==> config.mk <==
export PLATFORM = sky130hd
export DESIGN_NAME = deadline_timer_queue_core
export DESIGN_NICKNAME = d
export VERILOG_FILES = /design/src/dtq_pkg.sv /design/src/dtq_cmp.sv /design/src/dtq_ring.sv /design/src/deadline_timer_queue_core.sv
export VERILOG_INCLUDE_DIRS = /design/src /design/src/src
export SDC_FILE = /design/constraint.sdc
export NUM_CORES = 2
export LEC_CHECK = 0
export ABC_AREA = 1
export ABC_CLOCK_PERIOD_IN_PS = 14400
export BUFFER_PORTS_ARGS = -buffer_cell sky130_fd_sc_hd__buf_2
export CAP_MARGIN = 20
export CORE_MARGIN = 2
export CORE_UTILIZATION = 40
export DETAILED_ROUTE_END_ITERATION = 10
export PLACE_DENSITY = 0.65
export SETUP_SLACK_MARGIN = 0.2
export SYNTH_ARGS = -nofsm -noshare
export SYNTH_HDL_FRONTEND = slang
export SYNTH_HIERARCHICAL = 1
export SYNTH_SLANG_ARGS = --single-unit
==> constraint.sdc <==
create_clock -name clk -period 14.4 [get_ports clk]
set_input_delay 0.72 -clock clk [delete_from_list [all_inputs] [get_ports clk]]
set_output_delay 0.72 -clock clk [all_outputs]
set_load 0.05 [all_outputs]
==> src/deadline_timer_queue_core_defines.svh <==
// Assertion macros shared by the deadline timer queue RTL.
`ifndef DEADLINE_TIMER_QUEUE_CORE_DEFINES_SVH
`define DEADLINE_TIMER_QUEUE_CORE_DEFINES_SVH

// The consequent must hold in the same cycle as the antecedent.
`define DTQ_ASSERT_NOW(name, ck, rn, pre, post, msg) \
	name: assert property (@(posedge ck) disable iff (!rn) (pre) |-> (post)) \
		else $error(msg);

// The consequent must hold in the cycle after the antecedent.
`define DTQ_ASSERT_NEXT(name, ck, rn, pre, post, msg) \
	name: assert property (@(posedge ck) disable iff (!rn) (pre) |=> (post)) \
		else $error(msg);

`endif

==> src/dtq_pkg.sv <==
// Shared types for the deadline timer queue.
`default_nettype none
package dtq_pkg;
	typedef struct packed {
		logic [31:0] deadline;
		logic [3:0]  thread;
	} key_t;

	typedef struct packed {
		logic [31:0] deadline;
		logic [3:0]  thread;
		logic [15:0] tag;
	} entry_t;

	typedef struct packed {
		logic eq;
		logic lt;
	} cmp_res_t;

	typedef enum logic [1:0] {
		RING_NOP,
		RING_READ,
		RING_WRITE,
		RING_POP
	} ring_op_t;
endpackage
`default_nettype wire

==> src/dtq_cmp.sv <==
// Shared key comparator: orders two keys by deadline and then by thread.
`default_nettype none
module dtq_cmp import dtq_pkg::*; (
	input  key_t     a,
	input  key_t     b,
	output cmp_res_t res
);
	logic dl_eq;
	logic dl_lt;

	assign dl_eq  = (a.deadline == b.deadline);
	assign dl_lt  = (a.deadline < b.deadline);
	assign res.eq = dl_eq && (a.thread == b.thread);
	assign res.lt = dl_lt || (dl_eq && (a.thread < b.thread));
endmodule
`default_nettype wire

==> src/dtq_ring.sv <==
// Circular entry memory addressed by position from the queue head.
`default_nettype none
module dtq_ring import dtq_pkg::*; #(
	parameter int DEPTH = 16,
	parameter int TAG_W = 16,
	localparam int IdxW = $clog2(DEPTH)
) (
	input  logic            clk,
	input  logic            arst_n,
	input  ring_op_t        op,
	input  logic [IdxW-1:0] idx,
	input  entry_t          wdata,
	output entry_t          rdata
);
	logic [31:0]      dl_mem  [DEPTH];
	logic [3:0]       thr_mem [DEPTH];
	logic [TAG_W-1:0] tag_mem [DEPTH];
	logic [IdxW-1:0]  head_q;
	logic [IdxW:0]    sum;
	logic [IdxW:0]    wrapped;
	logic [IdxW-1:0]  phys;
	entry_t           rdata_q;

	always_comb begin
		sum = {1'b0, head_q} + {1'b0, idx};
		if (sum >= (IdxW+1)'(DEPTH)) begin
			wrapped = sum - (IdxW+1)'(DEPTH);
		end else begin
			wrapped = sum;
		end
		phys = wrapped[IdxW-1:0];
	end

	always_ff @(posedge clk or negedge arst_n) begin
		if (!arst_n) begin
			head_q <= '0;
		end else if (op == RING_POP) begin
			if (head_q == IdxW'(DEPTH - 1)) begin
				head_q <= '0;
			end else begin
				head_q <= head_q + 1'b1;
			end
		end
	end

	always_ff @(posedge clk) begin
		if (op == RING_WRITE) begin
			dl_mem[phys]  <= wdata.deadline;
			thr_mem[phys] <= wdata.thread;
			tag_mem[phys] <= wdata.tag[TAG_W-1:0];
		end
		if (op == RING_READ) begin
			rdata_q.deadline <= dl_mem[phys];
			rdata_q.thread   <= thr_mem[phys];
			rdata_q.tag      <= 16'(tag_mem[phys]);
		end
	end

	assign rdata = rdata_q;
endmodule
`default_nettype wire

==> src/deadline_timer_queue_core.sv <==
// Top level of the deadline timer queue: sequencer, latest-deadline table and result register.
// The queue keeps timer entries sorted by deadline and thread in a single-port circular
// memory and walks it one entry at a time with a single shared key comparator, so the input
// is not ready while an item is in progress. An enqueue reads and compares the entries from
// the head until its place is found, moves each later entry back by one to open that place,
// and writes the new entry there; a check reads the head and pops it, waking its thread
// unless it is stale, until the queue empties or a later head ends the walk. Either may also
// wait for the result channel to be free, and the input is ready again in the cycle after
// the final result is loaded. Each memory read is registered. The per-thread latest-deadline
// table is cleared at reset through per-thread valid bits, so no clearing pass is needed.
// The final result of an item may still wait in the output register while the next item
// is accepted.
`default_nettype none
`include "deadline_timer_queue_core_defines.svh"
module deadline_timer_queue_core import dtq_pkg::*; #(
	parameter int QUEUE_DEPTH  = 16,
	parameter int THREAD_COUNT = 16,
	parameter int TAG_BITS     = 16
) (
	input  logic        clk,
	input  logic        arst_n,
	input  logic        s_tvalid,
	output logic        s_tready,
	// thread_id[3:0], wake_tag[19:4], deadline[51:20], now[83:52], zero pad
	input  logic [87:0] s_tdata,
	// mode[0]
	input  logic [0:0]  s_tuser,
	output logic        m_tvalid,
	input  logic        m_tready,
	// woken_thread[3:0], woken_tag[19:4], next_deadline[51:20], status[53:52], zero pad
	output logic [55:0] m_tdata,
	// kind[1:0]
	output logic [1:0]  m_tuser,
	output logic        m_tlast
);
	localparam int IdxW = $clog2(QUEUE_DEPTH);
	localparam int CntW = $clog2(QUEUE_DEPTH + 1);
	localparam int LatW = $clog2(THREAD_COUNT);
	localparam int TagW = (TAG_BITS < 16) ? TAG_BITS : 16;

	localparam logic [1:0] KIND_WAKE = 2'd0;
	localparam logic [1:0] KIND_ACK  = 2'd1;
	localparam logic [1:0] KIND_DONE = 2'd2;
	localparam logic [1:0] STAT_OK   = 2'd0;
	localparam logic [1:0] STAT_FULL = 2'd1;
	localparam logic [1:0] STAT_DUP  = 2'd2;

	typedef enum logic [3:0] {
		S_IDLE,
		S_SCAN,
		S_SCAN_CMP,
		S_DECIDE,
		S_SHIFT,
		S_SHIFT_WR,
		S_PUT,
		S_ACK,
		S_CHK_HEAD,
		S_CHK_LATRD,
		S_CHK_LAT,
		S_CHK_DL,
		S_WAKE,
		S_POP,
		S_FIN
	} state_t;

	function automatic logic [LatW-1:0] thr_index(input logic [3:0] thr);
		logic [8:0] v;
		v = 9'(thr);
		for (int k = 0; k < 8; k++) begin
			if (v >= 9'(THREAD_COUNT)) begin
				v = v - 9'(THREAD_COUNT);
			end
		end
		return v[LatW-1:0];
	endfunction

	state_t          state_q;
	logic [3:0]      thr_q;
	logic [15:0]     tag_q;
	logic [31:0]     dl_q;
	logic [31:0]     now_q;
	logic [CntW-1:0] cnt_q;
	logic [CntW-1:0] idx_q;
	logic [CntW-1:0] pos_q;
	logic [1:0]      stat_q;
	logic [31:0]     upcoming_q;

	logic            out_vld_q;
	logic [1:0]      out_kind_q;
	logic [3:0]      out_thr_q;
	logic [15:0]     out_tag_q;
	logic [31:0]     out_next_q;
	logic [1:0]      out_stat_q;
	logic            out_last_q;

	logic [31:0]             lat_mem [THREAD_COUNT];
	logic [THREAD_COUNT-1:0] lat_vld_q;
	logic [31:0]             lat_rd_q;
	logic                    lat_rd_vld_q;
	logic [31:0]             lat_value;
	logic                    lat_we;
	logic [LatW-1:0]         lat_wa;
	logic [LatW-1:0]         lat_ra;

	ring_op_t        ring_op;
	logic [CntW-1:0] ring_idx;
	entry_t          ring_wdata;
	entry_t          ring_rdata;
	key_t            cmp_a;
	key_t            cmp_b;
	cmp_res_t        cmp;
	logic            out_free;
	logic            out_load;
	logic            full;
	logic [15:0]     tag_in;

	assign s_tready  = (state_q == S_IDLE);
	assign out_free  = !out_vld_q || m_tready;
	assign out_load  = out_free &&
		(state_q == S_ACK || state_q == S_WAKE || state_q == S_FIN);
	assign full      = (cnt_q == CntW'(QUEUE_DEPTH));
	assign tag_in    = 16'(s_tdata[4 +: TagW]);
	assign lat_value = lat_rd_vld_q ? lat_rd_q : '0;
	assign lat_wa    = thr_index(thr_q);
	assign lat_ra    = thr_index(ring_rdata.thread);
	assign lat_we    = (state_q == S_SCAN_CMP && cmp.eq) || (state_q == S_DECIDE && !full);

	assign m_tvalid = out_vld_q;
	assign m_tdata  = {2'b00, out_stat_q, out_next_q, out_tag_q, out_thr_q};
	assign m_tuser  = out_kind_q;
	assign m_tlast  = out_last_q;

	always_comb begin
		ring_op    = RING_NOP;
		ring_idx   = idx_q;
		ring_wdata = ring_rdata;
		case (state_q)
			S_SCAN: begin
				if (idx_q != cnt_q) begin
					ring_op = RING_READ;
				end
			end
			S_SHIFT: begin
				ring_idx = idx_q - 1'b1;
				if (idx_q != pos_q) begin
					ring_op = RING_READ;
				end
			end
			S_SHIFT_WR: begin
				ring_op = RING_WRITE;
			end
			S_PUT: begin
				ring_op    = RING_WRITE;
				ring_idx   = pos_q;
				ring_wdata = '{deadline: dl_q, thread: thr_q, tag: tag_q};
			end
			S_CHK_HEAD: begin
				ring_idx = '0;
				if (cnt_q != '0) begin
					ring_op = RING_READ;
				end
			end
			S_POP: begin
				ring_op = RING_POP;
			end
			default: begin
				ring_op = RING_NOP;
			end
		endcase
	end

	always_comb begin
		cmp_a = '0;
		cmp_b = '0;
		case (state_q)
			S_SCAN_CMP: begin
				cmp_a = '{deadline: ring_rdata.deadline, thread: ring_rdata.thread};
				cmp_b = '{deadline: dl_q, thread: thr_q};
			end
			S_CHK_LAT: begin
				cmp_a.deadline = now_q;
				cmp_b.deadline = lat_value;
			end
			S_CHK_DL: begin
				cmp_a.deadline = now_q;
				cmp_b.deadline = ring_rdata.deadline;
			end
			default: begin
				cmp_a = '0;
			end
		endcase
	end

	dtq_cmp u_cmp (
		.a   (cmp_a),
		.b   (cmp_b),
		.res (cmp)
	);

	dtq_ring #(
		.DEPTH (QUEUE_DEPTH),
		.TAG_W (TagW)
	) u_ring (
		.clk    (clk),
		.arst_n (arst_n),
		.op     (ring_op),
		.idx    (ring_idx[IdxW-1:0]),
		.wdata  (ring_wdata),
		.rdata  (ring_rdata)
	);

	always_ff @(posedge clk) begin
		if (lat_we) begin
			lat_mem[lat_wa] <= dl_q;
		end
		lat_rd_q <= lat_mem[lat_ra];
	end

	always_ff @(posedge clk or negedge arst_n) begin
		if (!arst_n) begin
			lat_vld_q    <= '0;
			lat_rd_vld_q <= 1'b0;
		end else begin
			if (lat_we) begin
				lat_vld_q[lat_wa] <= 1'b1;
			end
			lat_rd_vld_q <= lat_vld_q[lat_ra];
		end
	end

	always_ff @(posedge clk or negedge arst_n) begin
		if (!arst_n) begin
			state_q    <= S_IDLE;
			thr_q      <= '0;
			tag_q      <= '0;
			dl_q       <= '0;
			now_q      <= '0;
			cnt_q      <= '0;
			idx_q      <= '0;
			pos_q      <= '0;
			stat_q     <= STAT_OK;
			upcoming_q <= '0;
			out_vld_q  <= 1'b0;
			out_kind_q <= KIND_WAKE;
			out_thr_q  <= '0;
			out_tag_q  <= '0;
			out_next_q <= '0;
			out_stat_q <= STAT_OK;
			out_last_q <= 1'b0;
		end else begin
			if (out_vld_q && m_tready && !out_load) begin
				out_vld_q <= 1'b0;
			end
			case (state_q)
				S_IDLE: begin
					if (s_tvalid) begin
						thr_q <= s_tdata[3:0];
						tag_q <= tag_in;
						dl_q  <= s_tdata[51:20];
						now_q <= s_tdata[83:52];
						idx_q <= '0;
						if (s_tuser[0]) begin
							upcoming_q <= s_tdata[83:52];
							state_q    <= S_CHK_HEAD;
						end else begin
							state_q <= S_SCAN;
						end
					end
				end
				S_SCAN: begin
					if (idx_q == cnt_q) begin
						pos_q   <= idx_q;
						state_q <= S_DECIDE;
					end else begin
						state_q <= S_SCAN_CMP;
					end
				end
				S_SCAN_CMP: begin
					if (cmp.eq) begin
						stat_q  <= STAT_DUP;
						state_q <= S_ACK;
					end else if (!cmp.lt) begin
						pos_q   <= idx_q;
						state_q <= S_DECIDE;
					end else begin
						idx_q   <= idx_q + 1'b1;
						state_q <= S_SCAN;
					end
				end
				S_DECIDE: begin
					if (full) begin
						stat_q  <= STAT_FULL;
						state_q <= S_ACK;
					end else begin
						idx_q   <= cnt_q;
						state_q <= S_SHIFT;
					end
				end
				S_SHIFT: begin
					if (idx_q == pos_q) begin
						state_q <= S_PUT;
					end else begin
						state_q <= S_SHIFT_WR;
					end
				end
				S_SHIFT_WR: begin
					idx_q   <= idx_q - 1'b1;
					state_q <= S_SHIFT;
				end
				S_PUT: begin
					cnt_q   <= cnt_q + 1'b1;
					stat_q  <= STAT_OK;
					state_q <= S_ACK;
				end
				S_ACK: begin
					if (out_load) begin
						out_vld_q  <= 1'b1;
						out_kind_q <= KIND_ACK;
						out_thr_q  <= '0;
						out_tag_q  <= '0;
						out_next_q <= '0;
						out_stat_q <= stat_q;
						out_last_q <= 1'b1;
						state_q    <= S_IDLE;
					end
				end
				S_CHK_HEAD: begin
					if (cnt_q == '0) begin
						state_q <= S_FIN;
					end else begin
						state_q <= S_CHK_LATRD;
					end
				end
				S_CHK_LATRD: begin
					state_q <= S_CHK_LAT;
				end
				S_CHK_LAT: begin
					if (!cmp.lt) begin
						state_q <= S_WAKE;
					end else begin
						state_q <= S_CHK_DL;
					end
				end
				S_CHK_DL: begin
					if (cmp.lt) begin
						upcoming_q <= ring_rdata.deadline;
						state_q    <= S_FIN;
					end else begin
						state_q <= S_POP;
					end
				end
				S_WAKE: begin
					if (out_load) begin
						out_vld_q  <= 1'b1;
						out_kind_q <= KIND_WAKE;
						out_thr_q  <= ring_rdata.thread;
						out_tag_q  <= ring_rdata.tag;
						out_next_q <= '0;
						out_stat_q <= STAT_OK;
						out_last_q <= 1'b0;
						state_q    <= S_POP;
					end
				end
				S_POP: begin
					cnt_q   <= cnt_q - 1'b1;
					state_q <= S_CHK_HEAD;
				end
				S_FIN: begin
					if (out_load) begin
						out_vld_q  <= 1'b1;
						out_kind_q <= KIND_DONE;
						out_thr_q  <= '0;
						out_tag_q  <= '0;
						out_next_q <= upcoming_q;
						out_stat_q <= STAT_OK;
						out_last_q <= 1'b1;
						state_q    <= S_IDLE;
					end
				end
				default: begin
					state_q <= S_IDLE;
				end
			endcase
		end
	end

	`DTQ_ASSERT_NOW(a_cnt_range, clk, arst_n, 1'b1, cnt_q <= CntW'(QUEUE_DEPTH), "Entry count exceeds depth")
	`DTQ_ASSERT_NOW(a_pop_nonempty, clk, arst_n, state_q == S_POP, cnt_q != '0, "Pop from empty queue")
	`DTQ_ASSERT_NEXT(a_put_grows, clk, arst_n, state_q == S_PUT, cnt_q == $past(cnt_q) + 1'b1, "Insert did not grow queue")
	`DTQ_ASSERT_NOW(a_shift_cursor, clk, arst_n, state_q == S_SHIFT_WR, idx_q > pos_q, "Shift moved past insert slot")
endmodule
`default_nettype wire

Yosys cells after proc, flatten, opt, wreduce, memory -nomap -nowiden
Memories as Yosys holds them, arrays and structs flattened. A register that Yosys moved wholly into a read port is not among the register bits. Cells that the tools add are included.

Eq/ne operators: 41. Add/subtract/negate cells: 7. Bitwise gates (word level): 1. $lt $le $gt $ge: 6. Reductions and logical operators: 44. Mux-type cells: 71.

Operator list (number): $mux 32 (6); $pmux 32 s2 (3); $pmux 32 s3 (1); $pmux 4 s14 (1); $mux 52 (1); $mux 4 (9); $mux 5 (7); $eq 32x32->1 (1); $eq 4x4->1 const B (8); $lt 32x32->1 (1); $mux 16 (2); $pmux 16 s2 (1); $ne 2x2->1 const B (12); $mux 2 (10); $pmux 5 s2 (2); $pmux 5 s4 (1); $eq 4x3->1 const B (4); $or 16x16->16 (1); $mux 1 (15); $reduce_and 3->1 (5); $pmux 2 s3 (2); $pmux 4 s3 (1); $reduce_and 4->1 (3); $reduce_bool 2->1 (6); other kinds (37) (67).

Bits in writable memories: 1344. Input bits: 93. Flip-flop bits (word level): 216. Memories: 4. Logic and storage cells: 194. Output and inout bits: 61.

Memories: lat_mem (words 16, bits a word 32, read ports 1, clocked after memory_dff 1, wr ports 1, RTL line deadline_timer_queue_core.sv:96) `logic [31:0] lat_mem [THREAD_COUNT];`; u_ring.dl_mem (words 16, bits a word 32, read ports 1, clocked after memory_dff 1, wr ports 1, RTL line dtq_ring.sv:15) `logic [31:0] dl_mem [DEPTH];`; u_ring.tag_mem (words 16, bits a word 16, read ports 1, clocked after memory_dff 1, wr ports 1, RTL line dtq_ring.sv:17) `logic [TAG_W-1:0] tag_mem [DEPTH];`; u_ring.thr_mem (words 16, bits a word 4, read ports 1, clocked after memory_dff 1, wr ports 1, RTL line dtq_ring.sv:16) `logic [3:0] thr_mem [DEPTH];`.

Logic depth before layout (Yosys ltp)
Depth after elaboration: 9. Mapped depth: 28. Depth with buffers taken out: 26.

Modules after synthesis
The synthesis kept the hierarchy.

Modules (own cells, without submodules): dtq_ring (area each 36622.6 µm², instances 1, cells an instance 3269, sequential area each 26645.6 µm²); deadline_timer_queue_core (area each 31520.2 µm², instances 1, cells an instance 2890, sequential area each 21320.4 µm²); dtq_cmp (area each 964.7 µm², instances 1, cells an instance 158, sequential area each 0.0 µm²).

Worst setup path before layout
OpenSTA, ideal clock, no wires.

Path kind: reg-to-reg. Start: register state_q[2]. End: memory u_ring.dl_mem[13][0], enable pin. Setup time: 0.462 ns. Arrival: 4.632 ns. Period minus slack after synthesis: 5.094 ns. Path buffers: 3. Data required time: 13.938 ns. Setup slack: 9.306 ns. Cell stages (with the launch flop): 15. Cells stage by stage: dfrtp_1 > inv_1 > nand2_2 > nor2_1 > a21oi_1 > nand2_1 > o211ai_1 > ha_1 > fa_1 > buf_6 > buf_6 > nor2_8 > buf_2 > nand2_1 > nor2_1.

Elaborated cells between the ends (all ways): 16. Classes of those cells: add/sub: 2; order compare: 1; eq/ne: 7; mux: 5; reduce/logical: 1.

RTL lines: from (decl) (RTL line deadline_timer_queue_core.sv:77) `state_t state_q;`; from (signal assigned) (RTL line deadline_timer_queue_core.sv:233) `state_q <= S_IDLE;`; from (signal assigned) (RTL line deadline_timer_queue_core.sv:264) `state_q <= S_CHK_HEAD;`; from (signal assigned) (RTL line deadline_timer_queue_core.sv:266) `state_q <= S_SCAN;`; $eq 4x4->1 / $eq 4x3->1 (equally long branches) (RTL line deadline_timer_queue_core.sv:137) `case (state_q)`; $pmux 4 s3 * (RTL line deadline_timer_queue_core.sv:137); named net ring_idx[0] (RTL line deadline_timer_queue_core.sv:106) `logic [CntW-1:0] ring_idx;`; $add 4x4->5 * (RTL line dtq_ring.sv:25) `sum = {1'b0, head_q} + {1'b0, idx};`; $sub 4x1->4 / $ge 5x5->1 (equally long branches) (RTL line dtq_ring.sv:27, dtq_ring.sv:26); $mux 4 * (RTL line dtq_ring.sv:26) `if (sum >= (IdxW+1)'(DEPTH)) begin`; to (decl) (RTL line dtq_ring.sv:15).

The timed path passes the listed nets; every way through them passes the cells marked *.

Worst setup path after layout
Start: register state_q[2]. End: memory u_ring.dl_mem[2][29], enable pin.

The elaborated chain is that of the path after synthesis.

==> summary.md <==
| Metric | Value |
|---|---|
| R2r startpoint | `state_q[2]` |
| Setup violations, final | `0` |
| Root Driver | `clkbuf_16` |
| P&R area growth vs syn | `12.4%` |
| Required time of the worst setup path | `14830 ps` |
| Mapped cell area | `0.0691 mm2` |
| Clk_skew | `49.2 ps` |
| Final WL | `189000 um` |
| Core area | `0.172 mm2` |
| Die Width | `420 um` |
| Worst path arrival time | `7820 ps` |
| R2r endpoint | `u_ring/dl_mem[2][29]` |
| Inst Count DP | `8546` |
| Critical Path Fanout Max | `40` |
| Initial Util | `40.3%` |
| Critical path class | `reg2reg` |
| Worst-Margin Slew | `1150 ps` |
| Unrepaired setup endpoints after global routing | `no` |
| Drt initial violations | `4505` |
| Die Span Y | `420 um` |
| Port buffer count | `147` |
| Row count | `152` |
| Part of the cycle the worst path needs | `51.3%` |
| # hold bufs at CTS | `0` |
| Cell Chain, Critical Path | `inv_1 > nand2_2 > nor2_1 > a21oi_1 > nand2_1 > o211ai_1 > ha_4 > fa_4 > buf_4 > nand2_4 > inv_2 > nand2_1 > nor2_4 > buf_4` |
| Fin area | `0.0777 mm2` |
| Family with the most delay on the worst path | `simple AND/OR/NAND/NOR gates` |
| Final worst setup slack | `7010 ps` |
| Maximum VDD drop | `0.231 mV` |
| Max Fclk | `135 MHz` |
| Fin. max-slew vios | `0` |
| Ratio of cells with drive above 1 in the final layout | `9.57%` |
| Endpoint class of the critical path | `flip-flop` |
| Layout net count | `6552` |
| Hpwl dp | `104000 um` |
| R2R depth | `14` |
| H-Tree Depth | `4` |
| CTS tree | `yes` |
| Post-CTS setup buffers | `0` |
| Post-DR vias/cell | `5.24` |
| Io pins | `154` |
| HP Class | `in2async` |
| Setup WS pre-CTS | `7030 ps` |
| Max_cap viols | `0` |
| Fillers | `15614` |
| Cts bufs inserted | `165` |
| DP Area | `0.0723 mm2` |
| Distinct cell type count of the synthesized netlist | `40` |
| Startpoint Class | `flip-flop` |
| Min Tclk post-route | `7390 ps` |
| Yosys top cell area share | `60.7%` |
| Worst reg2reg setup slack | `7010 ps` |
| Critical path's slowest cell | `fa_4` |
| Mapped Cells | `6317` |
| DIE AREA | `0.176 mm2` |
| Initial antenna violation count | `3` |
| Worst-path clk slew | `60 ps` |
| Yosys Warn Count | `6` |
| Outcome | `finished clean` |
| Post-Syn Area per Cell | `10.9 um2` |
| Drt first pass iters | `6` |
| Vias after detailed routing | `46472` |
| GPL Wtd Cong | `0.942` |
| Fin. Hold Viols | `0` |
| CTS sink cnt | `1644` |
| Total GRT Usage | `21.3%` |
| Max-slew headroom | `23.4%` |
| Clk_lat worst skew | `820 ps` |
| Area leader, netlist | `edfxtp_1` |
| FF+latch count, synth | `1644` |
| Power, Total | `19.4 mW` |
| Routed wire per std cell | `21.3 um` |
| GR Overflow Total | `0` |
| Hold WS | `27.5 ps` |
| Largest net degree at the start of global routing | `199` |
| Post-synthesis sequential area ratio | `69.4%` |
| Non-Filler Instances | `8864` |
| Area contributors post-synth | `edfxtp_1 (61%), dfrtp_1 (7.8%), nand2_1 (6.1%)` |
| First-pass GRT wire length | `281000 um` |
| Max clock buf depth | `3` |
| Number of global-route vias before repair | `44924` |
| Leakage | `30.3 nW` |
| Final Util | `45.3%` |
| Pwr/cell area | `249 mW/mm2` |
| Crit-path max cell delay | `1100 ps` |
| WP buf/inv | `4` |
| Post-CTS Resized | `0` |
| Antenna Nets Post-Route | `0` |
| Setup TNS | `0 ps` |
| DR DRC count | `0` |
## state kept, by name, indices dropped and copies added (netlist names), 2 cells and up
register and flops:
cnt_q 5, lat_mem 512, out_next_q 32, upcoming_q 32
pos_q 5, lat_vld_q 16, u_ring/head_q 4, out_stat_q 2
tag_q 16, u_ring/thr_mem 64, now_q 32, u_ring/rdata 52
out_tag_q 16, lat_wa 4, out_thr_q 4, dl_q 32
u_ring/tag_mem 256, lat_rd_q 32, idx_q 5, stat_q 2
u_ring/dl_mem 512, m_tuser 2, state_q 4
## power by group
part | switching [mW] | internal [mW] | leakage (nW)
sequential | 0.493 | 6.48 | 15.6
combinational | 6.04 | 2.14 | 12.0
clock | 1.83 | 2.37 | 2.58
total | 8.37 | 11.0 | 30.3
## layer usage
layer / global-route usage, % / vias up / routed length [um]
met1: 26.5 / 22656 / 74300
met2: 35.7 / 1742 / 92200
met4: 11.0 / 0 / 9830
met5: 0 / - / 0
li1: - / 21642 / -
met3: 3.51 / 432 / 12400
## cells in the mapped netlist
master    count
edfxtp_1   1396
nand2_1    1120
nor2_1     1098
nand3_1     605
inv_1       564
o21ai_0     506
dfrtp_1     216
buf_2       152
clkbuf_1    121
o211ai_1    108
a21oi_1      73
o221ai_1     62
buf_4        50
ha_1         45
o22ai_1      34
dfxtp_1      32
o21ai_2      32
buf_1        14
buf_6        12
inv_2        11
nand4_1       9
nor2_2        8
or2_1         7
xor2_1        7
nand2_2       5
clkinv_1      4
nand2_4       4
xnor2_1       4
a21o_1        2
fa_1          2
nor2_4        2
nor2_8        2
o21ai_1       2
or2_2         2
a21oi_4       1
clkinv_2      1
conb_1        1
o21a_1        1
o21bai_1      1
o221ai_4      1
## cells in the final DEF, fill, tap and decap left out, types with 4 or more instances in the layout
cell type,count
a21oi_1,73
clkbuf_1,38
edfxtp_1,1396
nor2_4,37
clkinv_2,28
clkinvlp_4,5
o21ai_2,32
inv_6,15
xor2_1,7
xnor2_1,4
or2_1,7
nand3_1,605
clkinv_4,5
clkbuf_8,11
clkbuf_16,166
bufinv_16,11
inv_2,9
nand2_2,6
buf_2,146
o211ai_1,108
nand2_1,1115
nand4_1,9
o22ai_1,34
clkinv_1,33
dfxtp_1,32
o21ai_0,493
o21ai_1,15
nand2_4,7
o221ai_1,62
ha_1,44
inv_1,564
nor2_2,7
buf_4,119
dfrtp_1,216
nor2_1,1064
## worst max path at each step
| stage | startpoint | to | slack [ps] | depth (start not counted) |
|---|---|---|---|---|
| final | state_q[2] | u_ring/dl_mem[2][29] | 7010 | 14 |
| after CTS | state_q[2] | u_ring/dl_mem[2][23] | 7060 | 14 |
| after detailed placement | state_q[2] | u_ring/dl_mem[2][27] | 7030 | 14 |
| after global placement | state_q[2] | u_ring/dl_mem[2][27] | 7130 | 14 |
| after global routing | state_q[2] | u_ring/dl_mem[2][29] | 6750 | 14 |
| after floorplan | state_q[2] | u_ring/dl_mem[13][0] | 9310 | 14 |
## cell families (layout without fill, tap and decap cells)
group                      count (synthesis)  count (layout)  synth area share, %
DFF                                     1644            1644                 69.4
and+or+nand+nor                         2862            2862                 16.9
AOI/OAI and AO/OA                        823             823                 6.98
xor gates and xnor gates                  11              11                0.139
other                                      1               3              0.00543
buffers and inverters                    929            1164                 5.72
adders and majority gates                 47              47                0.873
## cell type report
| class | instances | area, um2 | share of cell area, % |
|---|---|---|---|
| Antenna cell | 1 | 2.50 | 0.00322 |
| Inverter | 580 | 2200 | 2.83 |
| Tap cell | 2310 | 2890 | 3.72 |
| Clock inverter | 97 | 912 | 1.17 |
| Timing Repair Buffer | 276 | 1790 | 2.30 |
| Clock buffer | 211 | 4390 | 5.66 |
| Multi-Input combinational cell | 3745 | 17500 | 22.5 |
| Sequential cell | 1644 | 48000 | 61.8 |
No activity file was read; power rests on OpenSTA's default activity.
